<file path="src/design/htd_pkg.sv">
// Shared types and constants for the Huffman tree decoder.
// Used by htd_node_ram, htd_walker and huffman_tree_decoder_top; no dependencies.
package htd_pkg;

  localparam int IDX_BITS       = 9;
  localparam int SYM_BITS       = 8;
  localparam int BYTE_BITS      = 8;
  localparam int TOTAL_BITS     = 24;
  localparam int CFG_INDEX_BITS = 2;
  localparam int CFG_DATA_BITS  = 24;
  localparam int BIT_CNT_BITS   = 4;

  // Bits consumed from one code byte, most significant first.
  localparam logic [BIT_CNT_BITS-1:0] BITS_PER_BYTE = 4'd8;
  localparam logic [BYTE_BITS-1:0]    BYTE_TOP      = 8'h80;

  // Command codes of an input item.
  localparam logic [1:0] CMD_LOAD    = 2'd0;
  localparam logic [1:0] CMD_DECODE  = 2'd1;
  localparam logic [1:0] CMD_RESTART = 2'd2;

  // Configuration register indexes.
  localparam logic [CFG_INDEX_BITS-1:0] REG_SYMBOL_TOTAL = 2'd0;
  localparam logic [CFG_INDEX_BITS-1:0] REG_ROOT_INDEX   = 2'd1;

  typedef struct packed {
    logic [1:0]          cmd;
    logic [IDX_BITS-1:0] node_index;
    logic [IDX_BITS-1:0] left_child;
    logic [IDX_BITS-1:0] right_child;
    logic                is_leaf;
    logic [SYM_BITS-1:0] leaf_symbol;
    logic [BYTE_BITS-1:0] code_byte;
  } in_item_t;

  typedef struct packed {
    logic [SYM_BITS-1:0] symbol;
    logic                last_of_byte;
    logic                stream_done;
  } out_item_t;

  typedef struct packed {
    logic [IDX_BITS-1:0] left;
    logic [IDX_BITS-1:0] right;
    logic                leaf;
    logic [SYM_BITS-1:0] sym;
  } node_t;

  typedef struct packed {
    logic [TOTAL_BITS-1:0] symbol_total;
    logic [IDX_BITS-1:0]   root_index;
  } cfg_t;

  // Request from the walker to the node table.
  typedef struct packed {
    logic                rd_en;
    logic [IDX_BITS-1:0] rd_idx;
    logic                wr_en;
    logic [IDX_BITS-1:0] wr_idx;
    node_t               wr_node;
  } ram_req_t;

endpackage

</file>
<file path="src/design/htd_walker.sv">
// Sequencer that walks the code tree one bit per step and queues decoded symbols.
// Depends on htd_pkg; drives the node table request consumed by htd_node_ram.
module htd_walker #(
  parameter int COUNT_BITS = 24
) (
  input  logic                clk,
  input  logic                rst,
  input  htd_pkg::cfg_t       cfg,
  input  htd_pkg::in_item_t   item,
  input  logic                item_valid,
  output logic                item_ready,
  output htd_pkg::out_item_t  result,
  output logic                result_valid,
  input  logic                result_ready,
  output htd_pkg::ram_req_t   ram_req,
  input  htd_pkg::node_t      rd_node
);

  typedef enum logic [1:0] {ST_IDLE, ST_STEP, ST_TEST, ST_DRAIN} state_t;

  state_t                              state;
  logic [htd_pkg::IDX_BITS-1:0]        walk;
  logic [COUNT_BITS-1:0]               count;
  logic [htd_pkg::BIT_CNT_BITS-1:0]    bit_cnt;
  logic [htd_pkg::BYTE_BITS-1:0]       shreg;
  logic                                pend_v;
  logic [htd_pkg::SYM_BITS-1:0]        pend_sym;
  logic                                pend_done;

  logic                                accept;
  logic                                restart_acc;
  logic [COUNT_BITS-1:0]               total;
  logic [COUNT_BITS-1:0]               count_next;
  logic                                go;
  logic                                out_free;
  logic                                can_emit;
  logic                                load_out;
  logic [htd_pkg::IDX_BITS-1:0]        child;

  assign item_ready  = (state == ST_IDLE);
  assign accept      = item_valid && item_ready;
  assign restart_acc = accept && (item.cmd == htd_pkg::CMD_RESTART);
  assign total       = COUNT_BITS'(cfg.symbol_total);
  assign count_next  = count + COUNT_BITS'(1);
  assign go          = (bit_cnt != htd_pkg::BITS_PER_BYTE) && (count < total);
  assign out_free    = !result_valid || result_ready;
  assign can_emit    = !pend_v || out_free;
  assign child       = ((shreg & htd_pkg::BYTE_TOP) != '0) ? rd_node.right : rd_node.left;

  // The output register is loaded when a held symbol moves out, either because a newer
  // leaf of the same byte was found or because the byte is finished.
  assign load_out = ((state == ST_TEST) && rd_node.leaf && can_emit && pend_v) ||
                    ((state == ST_DRAIN) && pend_v && out_free);

  // Node table requests. The read data register holds its value when no read is issued,
  // so a leaf waiting for the output stays in view; a node reached at a byte end is kept in walk.
  always_comb begin
    ram_req              = '0;
    ram_req.wr_idx       = item.node_index;
    ram_req.wr_node.left  = item.left_child;
    ram_req.wr_node.right = item.right_child;
    ram_req.wr_node.leaf  = item.is_leaf;
    ram_req.wr_node.sym   = item.leaf_symbol;
    ram_req.rd_idx       = walk;
    case (state)
      ST_IDLE: begin
        ram_req.wr_en  = accept && (item.cmd == htd_pkg::CMD_LOAD);
        ram_req.rd_en  = accept && (item.cmd == htd_pkg::CMD_DECODE);
        ram_req.rd_idx = walk;
      end
      ST_STEP: begin
        ram_req.rd_en  = go;
        ram_req.rd_idx = child;
      end
      ST_TEST: begin
        if (rd_node.leaf) begin
          ram_req.rd_en  = can_emit;
          ram_req.rd_idx = cfg.root_index;
        end else begin
          ram_req.rd_en  = go;
          ram_req.rd_idx = child;
        end
      end
      default: begin
        ram_req.rd_en = 1'b0;
      end
    endcase
  end

  always_ff @(posedge clk) begin
    if (rst) begin
      state        <= ST_IDLE;
      walk         <= '0;
      count        <= '0;
      bit_cnt      <= '0;
      pend_v       <= 1'b0;
      result_valid <= 1'b0;
    end else begin
      result_valid <= load_out || (result_valid && !result_ready);
      case (state)
        ST_IDLE: begin
          if (accept) begin
            case (item.cmd)
              htd_pkg::CMD_DECODE: begin
                shreg   <= item.code_byte;
                bit_cnt <= '0;
                state   <= ST_STEP;
              end
              htd_pkg::CMD_RESTART: begin
                count <= '0;
                walk  <= cfg.root_index;
              end
              default: begin
              end
            endcase
          end
        end
        ST_STEP: begin
          if (go) begin
            walk    <= child;
            bit_cnt <= bit_cnt + 1'b1;
            shreg   <= shreg << 1;
            state   <= ST_TEST;
          end else begin
            state <= ST_DRAIN;
          end
        end
        ST_TEST: begin
          if (rd_node.leaf) begin
            // An earlier symbol of this byte moves to the output first; wait if it is full.
            if (can_emit) begin
              if (pend_v) begin
                result.symbol       <= pend_sym;
                result.last_of_byte <= 1'b0;
                result.stream_done  <= pend_done;
              end
              pend_v    <= 1'b1;
              pend_sym  <= rd_node.sym;
              pend_done <= (count_next == total);
              count     <= count_next;
              walk      <= cfg.root_index;
              state     <= ST_STEP;
            end
          end else if (go) begin
            walk    <= child;
            bit_cnt <= bit_cnt + 1'b1;
            shreg   <= shreg << 1;
          end else begin
            state <= ST_DRAIN;
          end
        end
        ST_DRAIN: begin
          if (!pend_v) begin
            state <= ST_IDLE;
          end else if (out_free) begin
            result.symbol       <= pend_sym;
            result.last_of_byte <= 1'b1;
            result.stream_done  <= pend_done;
            pend_v              <= 1'b0;
            state               <= ST_IDLE;
          end
        end
        default: begin
          state <= ST_IDLE;
        end
      endcase
    end
  end

  a_count_step: assert property (@(posedge clk) disable iff (rst)
    (count != $past(count)) |-> (count == '0 || count == $past(count) + COUNT_BITS'(1)))
    else $error("symbol count moved by more than one");

  a_idle_no_pending: assert property (@(posedge clk) disable iff (rst)
    (state == ST_IDLE) |-> !pend_v)
    else $error("pending symbol left behind at end of byte");

  a_bit_cnt_range: assert property (@(posedge clk) disable iff (rst)
    bit_cnt <= htd_pkg::BITS_PER_BYTE)
    else $error("bit counter ran past the byte");

  a_walk_idle_stable: assert property (@(posedge clk) disable iff (rst)
    (state == ST_IDLE && !restart_acc) |=> $stable(walk))
    else $error("walk position changed while idle");

endmodule

</file>
<file path="config.mk">
export PLATFORM = sky130hd
export DESIGN_NAME = htd_walker
export DESIGN_NICKNAME = d
export VERILOG_FILES = /design/src/design/htd_pkg.sv /design/src/design/htd_walker.sv
export SDC_FILE = /design/constraint.sdc
export NUM_CORES = 1
export LEC_CHECK = 0
export BUFFER_PORTS_ARGS = -buffer_cell sky130_fd_sc_hd__buf_2
export CORE_MARGIN = 3
export CORE_UTILIZATION = 56
export CTS_CLUSTER_DIAMETER = 200
export DETAILED_ROUTE_END_ITERATION = 6
export PLACE_DENSITY = 0.95
export SLEW_MARGIN = 10
export SYNTH_ARGS = -nofsm -noshare
export SYNTH_HDL_FRONTEND = slang
export SYNTH_SLANG_ARGS = --single-unit
</file>
<file path="constraint.sdc">
create_clock -name clk -period 9.9 [get_ports clk]
set_input_delay 1.98 -clock clk [delete_from_list [all_inputs] [get_ports clk]]
set_output_delay 1.98 -clock clk [all_outputs]
set_load 0.03 [all_outputs]
</file>
==> run summary, run 1 <==
status: completed
final net count: 809
Die ar.: 10400 um2
clk slew on worst S/H paths: 80 ps
DR DRC count: 0
Clock Latency Late Sink: 350 ps
Leakage: 0.00235 uW
Rel. slew slack: 0.235
min-delay src: pend_sym[2]$_DFFE_PP_
core area: 8850 um2
top-count cell post-synth: nor2_1
vias per cell: 6.19
CTS tree: done
post-synth top area share: 0.159
Clock Tree Buf Depth: 2
H-tree levels: 3
Initial Util: 0.583
# clock sinks: 68
post-route insts no fill: 781
Post-synth EDFFs: 27
Max Cap Viol: 0
grt ovf: 0
number of I/O pins: 169
Startpoint Class: input port
# resized after CTS: 0
Main synth FF type: dfxtp_1
WL final: 12900 um
fillers: 735
total CTS buffers: 9
ys async rst share: 0
# rows: 34
Root Buffer: clkbuf_8
vias in the first global route: 4489
# port buffers: 96
share of layout cells above drive strength 1: 0.214
largest net degree at the start of global routing: 45
unrepaired setup endpoints after global routing: false
CP peak stage delay: 580 ps
GP Congestion: 0.974
ANT nets after route: 0
PwrDens: 187 nW/um2
Yosys top cell by area: dfxtp_1
ant diodes: 0
post-DP HPWL: 9530 um
Post-CTS Repair Setup Buffers: 0
Yosys reg bits: 68
Crit path top cell by count: buf_2
worst slew pin tran: 1140 ps
Die Span Y: 102 um
Critical Path, Cell by Cell: buf_2 > inv_1 > ha_1 > nand4_1 > or4_1 > o221a_2 > nand3_1 > a31oi_1 > buf_2
fmax: 0.171 GHz
Detailed Route Iter0 Violations: 391
sequential cell area: 1630 um2
reg-to-reg endpoint: shreg[7]$_DFFE_PP_
Area Growth Syn to Fin: 7.66%
CP required: 7920 ps
CP arrival: 3880 ps
Post-Syn Area: 5160 um2
sequential area share after synthesis: 0.316
first-pass GRT wire length: 20600 um
syn_nets: 770
hold crit path type: flop to flop
initial antenna violation count: 0
Final Max Tran Viols: 0
crit path time final: 5860 ps
GRT Overall Usage: 0.245
Final Hold Viols: 0
Hold Buf Count CTS: 0
Max FO, Critical Path: 3
crit share post-route: 0.592
Mapped Cells: 629
Reg2Reg Depth: 7
Placed Instances: 765
Hold Path Depth: 0
CP Capture Type: primary output
Fin Setup TNS: 0 ps
total vias in the final route: 4838
WL/cell: 16.5 um
drt first pass iters: 5
Critical R2R Launch: count[5]$_SDFFE_PP0P_
reg2reg setup slack: 6180 ps
Area contributors post-synth: dfxtp_1 (16%), edfxtp_1 (16%), ha_1 (7.5%), buf_4 (5.4%), a21oi_1 (5.0%)
synth cell count leaders: nor2_1 (68), nand2_1 (53), a21oi_1 (52), dfxtp_1 (41), buf_4 (37)
area post-placement: 5380 um2
VDD IR max: 101 uV
Crit-path slowest cell: or4_1
Min-Delay Endpoint: result[4]$_DFFE_PP_
Setup Crit Path Kind: input port to primary output
Mean Syn Cell Area: 8.21 um2
Distinct cells, synth: 59
DIE WIDTH: 102 um
Final setup viols: 0
Multi-input gate area: 2980 um2
Final Skew: 9.62 ps
final instance area: 5560 um2
YS warnings: 0
## area by class of cell
class                      instances  share of cell area
clock inverter                     7             0.00968
timing repair buffer              98              0.0891
tap                              108              0.0243
sequential                        68               0.294
clock buffer                       9              0.0223
multi-input combinational        454               0.536
inverter                          37              0.0250
## through the flow
step / power [uW] / setup WS (ps) / util / hold WS, ps
final: 1040 / 4040 / 0.628 / 422
after global routing: 1110 / 3910 / 0.628 / 432
after CTS: 1040 / 4040 / 0.628 / 424
after detailed placement: 832 / 4040 / 0.608 / 405
after global placement: 808 / 4070 / 0.608 / 401
after floorplan: 735 / 4310 / - / 400
## state kept, by name, summed over array words and instances (netlist names)
name / cells
bit_cnt: 4
count: 24
pend_done: 1
pend_sym: 8
pend_v: 1
result: 10
result_valid: 1
shreg: 8
state: 2
walk: 9
## worst max-delay path, delay by kind of cell
kind                     cells  cell delay [ps]
AND/OR/NAND/NOR              3              830
AO/OA/AOI/OAI                2              430
buffers and inverters        3              330
adder cells (fa/ha/maj)      1              310
## routing by layer
layer  global-route usage  up-vias  wire length [um]
met5                    0        -                 0
met4               0.0716        0               171
met3               0.0594       23              1230
met2                0.428      255              6340
met1                0.299     2247              5160
li1                     -     2313                 -
## power breakdown
group / internal [uW] / switching [uW] / total, uW
combinational: 173 / 318 / 491
clock: 91.5 / 115 / 206
sequential: 322 / 19.8 / 342
## how the worst max path moves through the flow
stage,startpoint,end,slack (ps),cells past startpoint
after floorplan,cfg[32],ram_req[46],4310,7
after global placement,cfg[32],ram_req[46],4070,9
after detailed placement,cfg[32],ram_req[46],4040,9
after CTS,cfg[32],ram_req[46],4040,9
after global routing,cfg[32],ram_req[46],3910,10
final,cfg[32],ram_req[46],4040,9
## logic make-up (layout without fill, tap and decap cells)
kind of cell | Yosys count | count (layout) | synth area share
AND/OR/NAND/NOR | 218 | 218 | 0.213
AO/OA/AOI/OAI | 158 | 158 | 0.200
buffers and inverters | 107 | 151 | 0.107
flip-flops | 68 | 68 | 0.316
adder cells (fa/ha/maj) | 31 | 31 | 0.0751
XOR/XNOR | 27 | 27 | 0.0458
multiplexers | 20 | 20 | 0.0429
## layout by cell type (no fill, tap or decap), drive strengths merged, types with 10 or more instances in the layout
cell type  instances
edfxtp            27
nand4             11
nor3              16
a31oi             17
ha                31
mux2              17
nor2              68
inv               36
nand2             54
xnor2             23
o21ai             20
buf               98
a21oi             52
nand3             20
dfxtp             41
a21o              16
o32ai             10
No activity file was read; power rests on OpenSTA's default activity.
==> run 2, diff against run 1 <==
--- a/config.mk
+++ b/config.mk
@@ -5,12 +5,13 @@
 export SDC_FILE = /design/constraint.sdc
 export NUM_CORES = 1
 export LEC_CHECK = 0
+export ABC_AREA = 1
 export BUFFER_PORTS_ARGS = -buffer_cell sky130_fd_sc_hd__buf_2
 export CORE_MARGIN = 3
-export CORE_UTILIZATION = 56
+export CORE_UTILIZATION = 47
 export CTS_CLUSTER_DIAMETER = 200
 export DETAILED_ROUTE_END_ITERATION = 6
-export PLACE_DENSITY = 0.95
+export PLACE_DENSITY = 0.86
 export SLEW_MARGIN = 10
 export SYNTH_ARGS = -nofsm -noshare
 export SYNTH_HDL_FRONTEND = slang
==> constraint.sdc (replaced) <==
create_clock -name clk -period 5.03 [get_ports clk]
set_input_delay 1.006 -clock clk [delete_from_list [all_inputs] [get_ports clk]]
set_output_delay 1.006 -clock clk [all_outputs]
set_load 0.03 [all_outputs]
==> run summary, run 2 <==
Max Cap Viol: 0
final net count: 1006
Distinct cells, synth: 39
crit path time final: 3930 ps
Post-Syn Area: 5330 um2
ys async rst share: 0
Yosys top cell by area: nand2_1
reg2reg setup slack: 2250 ps
Main synth FF type: dfxtp_1
Critical R2R Launch: count[15]$_SDFFE_PP0P_
max FFs per register: 24
CP arrival: 2930 ps
sequential area share after synthesis: 0.306
Initial Util: 0.487
fmax: 0.254 GHz
total vias in the final route: 5194
# port buffers: 96
vias per cell: 5.14
WL final: 13000 um
pre-CTS WS: 1150 ps
first-pass GRT wire length: 21400 um
CP Capture Type: primary output
crit share post-route: 0.782
# rows: 38
Post-synth EDFFs: 27
Max FO, Critical Path: 21
Startpoint Class: input port
top flop regs: count x24, result x10, walk x9
Hold Path Depth: 0
min-delay src: pend_sym[3]$_DFFE_PP_
Final Max Tran Viols: 0
post-route insts no fill: 1010
post-synth top area share: 0.187
commonest non-fill, non-tap cell in the layout: nand2_1
GRT Overall Usage: 0.204
drt first pass iters: 5
grt ovf: 0
Setup Crit Path Kind: input port to primary output
Clock Latency Late Sink: 330 ps
reg-to-reg endpoint: shreg[1]$_DFFE_PP_
unrepaired setup endpoints after global routing: false
number of I/O pins: 169
CTS tree: done
Mean Syn Cell Area: 6.61 um2
post-DP HPWL: 9580 um
Mapped Cells: 806
Placed Instances: 994
share of layout cells above drive strength 1: 0.172
most frequent cells in the layout: nand2_1 (266), buf_2 (96), inv_1 (92), nor2_1 (80), nand3_1 (60)
Root Buffer: clkbuf_16
final worst setup slack: 1100 ps
worst slew pin tran: 906 ps
H-tree levels: 3
Rel. slew slack: 0.396
Area contributors post-synth: nand2_1 (19%), dfxtp_1 (15%), edfxtp_1 (15%), ha_1 (7.3%), inv_1 (6.5%)
synth cell count leaders: nand2_1 (266), inv_1 (92), nor2_1 (80), nand3_1 (60), a21oi_1 (59)
Yosys reg bits: 68
Die Span Y: 112 um
CP required: 4020 ps
clk slew on worst S/H paths: 60 ps
Final setup viols: 0
# clock sinks: 68
WL/cell: 12.9 um
initial antenna violation count: 0
Detailed Route Iter0 Violations: 369
Final Hold Viols: 0
Area Growth Syn to Fin: 12.4%
VDD IR max: 343 uV
hold crit path type: flop to flop
Fin Setup TNS: 0 ps
PwrDens: 392 nW/um2
total CTS buffers: 9
Final Skew: 6.64 ps
largest reg by FF count: count
DR DRC count: 0
largest net degree at the start of global routing: 44
Hold Buf Count CTS: 0
top-count cell post-synth: nand2_1
Reg2Reg Depth: 10
vias in the first global route: 4807
status: completed
ant diodes: 0
GP Congestion: 0.916
Die ar.: 12600 um2
ANT nets after route: 0
YS warnings: 0
syn_nets: 947
Post-CTS Repair Setup Buffers: 0
# resized after CTS: 0
Leakage: 0.00282 uW
Min-Delay Endpoint: result[5]$_DFFE_PP_
DIE WIDTH: 112 um
core area: 10900 um2
Clock Tree Buf Depth: 2
[run 2: cell count changes in the layout (fill, tap and decap cells not counted), sizes merged, moves of 9 or more]
cell    previous run  this run
a21o              16         2
a221oi             9         0
a31oi             17         3
inv               36        96
nand2             54       273
nand3             20        61
nor2              68        90
o32ai             10         0
xnor2             23         4
[run 2: stage by stage]
step | instance area (um2) | hold WS (ps) | utilization | power [uW]
floorplan | 5330 | 400 | - | 1490
global placement | 5690 | 401 | 0.520 | 1680
detailed placement | 5690 | 405 | 0.520 | 1700
CTS | 5980 | 420 | 0.547 | 2350
global route | 5980 | 426 | 0.547 | 2500
finish | 5980 | 416 | 0.547 | 2340
[run 2: worst max-delay path, stage by stage]
cell and delay [ps]:
buf_2 90, inv_1 50, ha_1 300, a21o_1 180, nor2_1 150, nand2_1 100
nand2_1 110, nand3_1 80, buf_4 210, or2_2 280, a31oi_1 150, buf_2 220
[run 2: kinds of logic (layout without fill, tap and decap cells)]
group,after synthesis,count (layout),share of synthesized area
AO/OA/AOI/OAI,87,87,0.0897
flip-flops,68,68,0.306
adder cells (fa/ha/maj),31,31,0.0728
buffers and inverters,149,213,0.132
AND/OR/NAND/NOR,451,451,0.357
multiplexers,9,9,0.0190
XOR/XNOR,11,11,0.0233
[run 2: routing by layer]
layer	GRT usage	part of all wire
met2	0.344	0.47
met3	0.0437	0.073
met1	0.263	0.44
met4	0.0641	0.014
met5	0	0
[run 2: power by group]
group          total [uW]  switching [uW]  internal (uW)  leakage (uW)
logic                1000             695            306       0.00209
registers             698            47.1            651      0.000580
clock network         645             258            386      0.000146
total                2340            1000           1340       0.00282
[run 2: area by class of cell]
cell class | count | area [um2]
multi-input combinational | 589 | 3000
sequential | 68 | 1630
fill | 1067 | 4950
clock buffer | 9 | 225
timing repair buffer | 101 | 518
inverter | 96 | 360
tap | 140 | 175
clock inverter | 7 | 73.8
[run 2: how the worst max path moves through the flow]
stage                       start           to  cells after the start
after floorplan           cfg[24]  ram_req[46]                     10
after global placement    cfg[24]  ram_req[46]                     12
after detailed placement  cfg[24]  ram_req[46]                     12
after CTS                 cfg[24]  ram_req[46]                     12
after global routing      cfg[12]  ram_req[46]                     13
final                     cfg[24]  ram_req[46]                     12
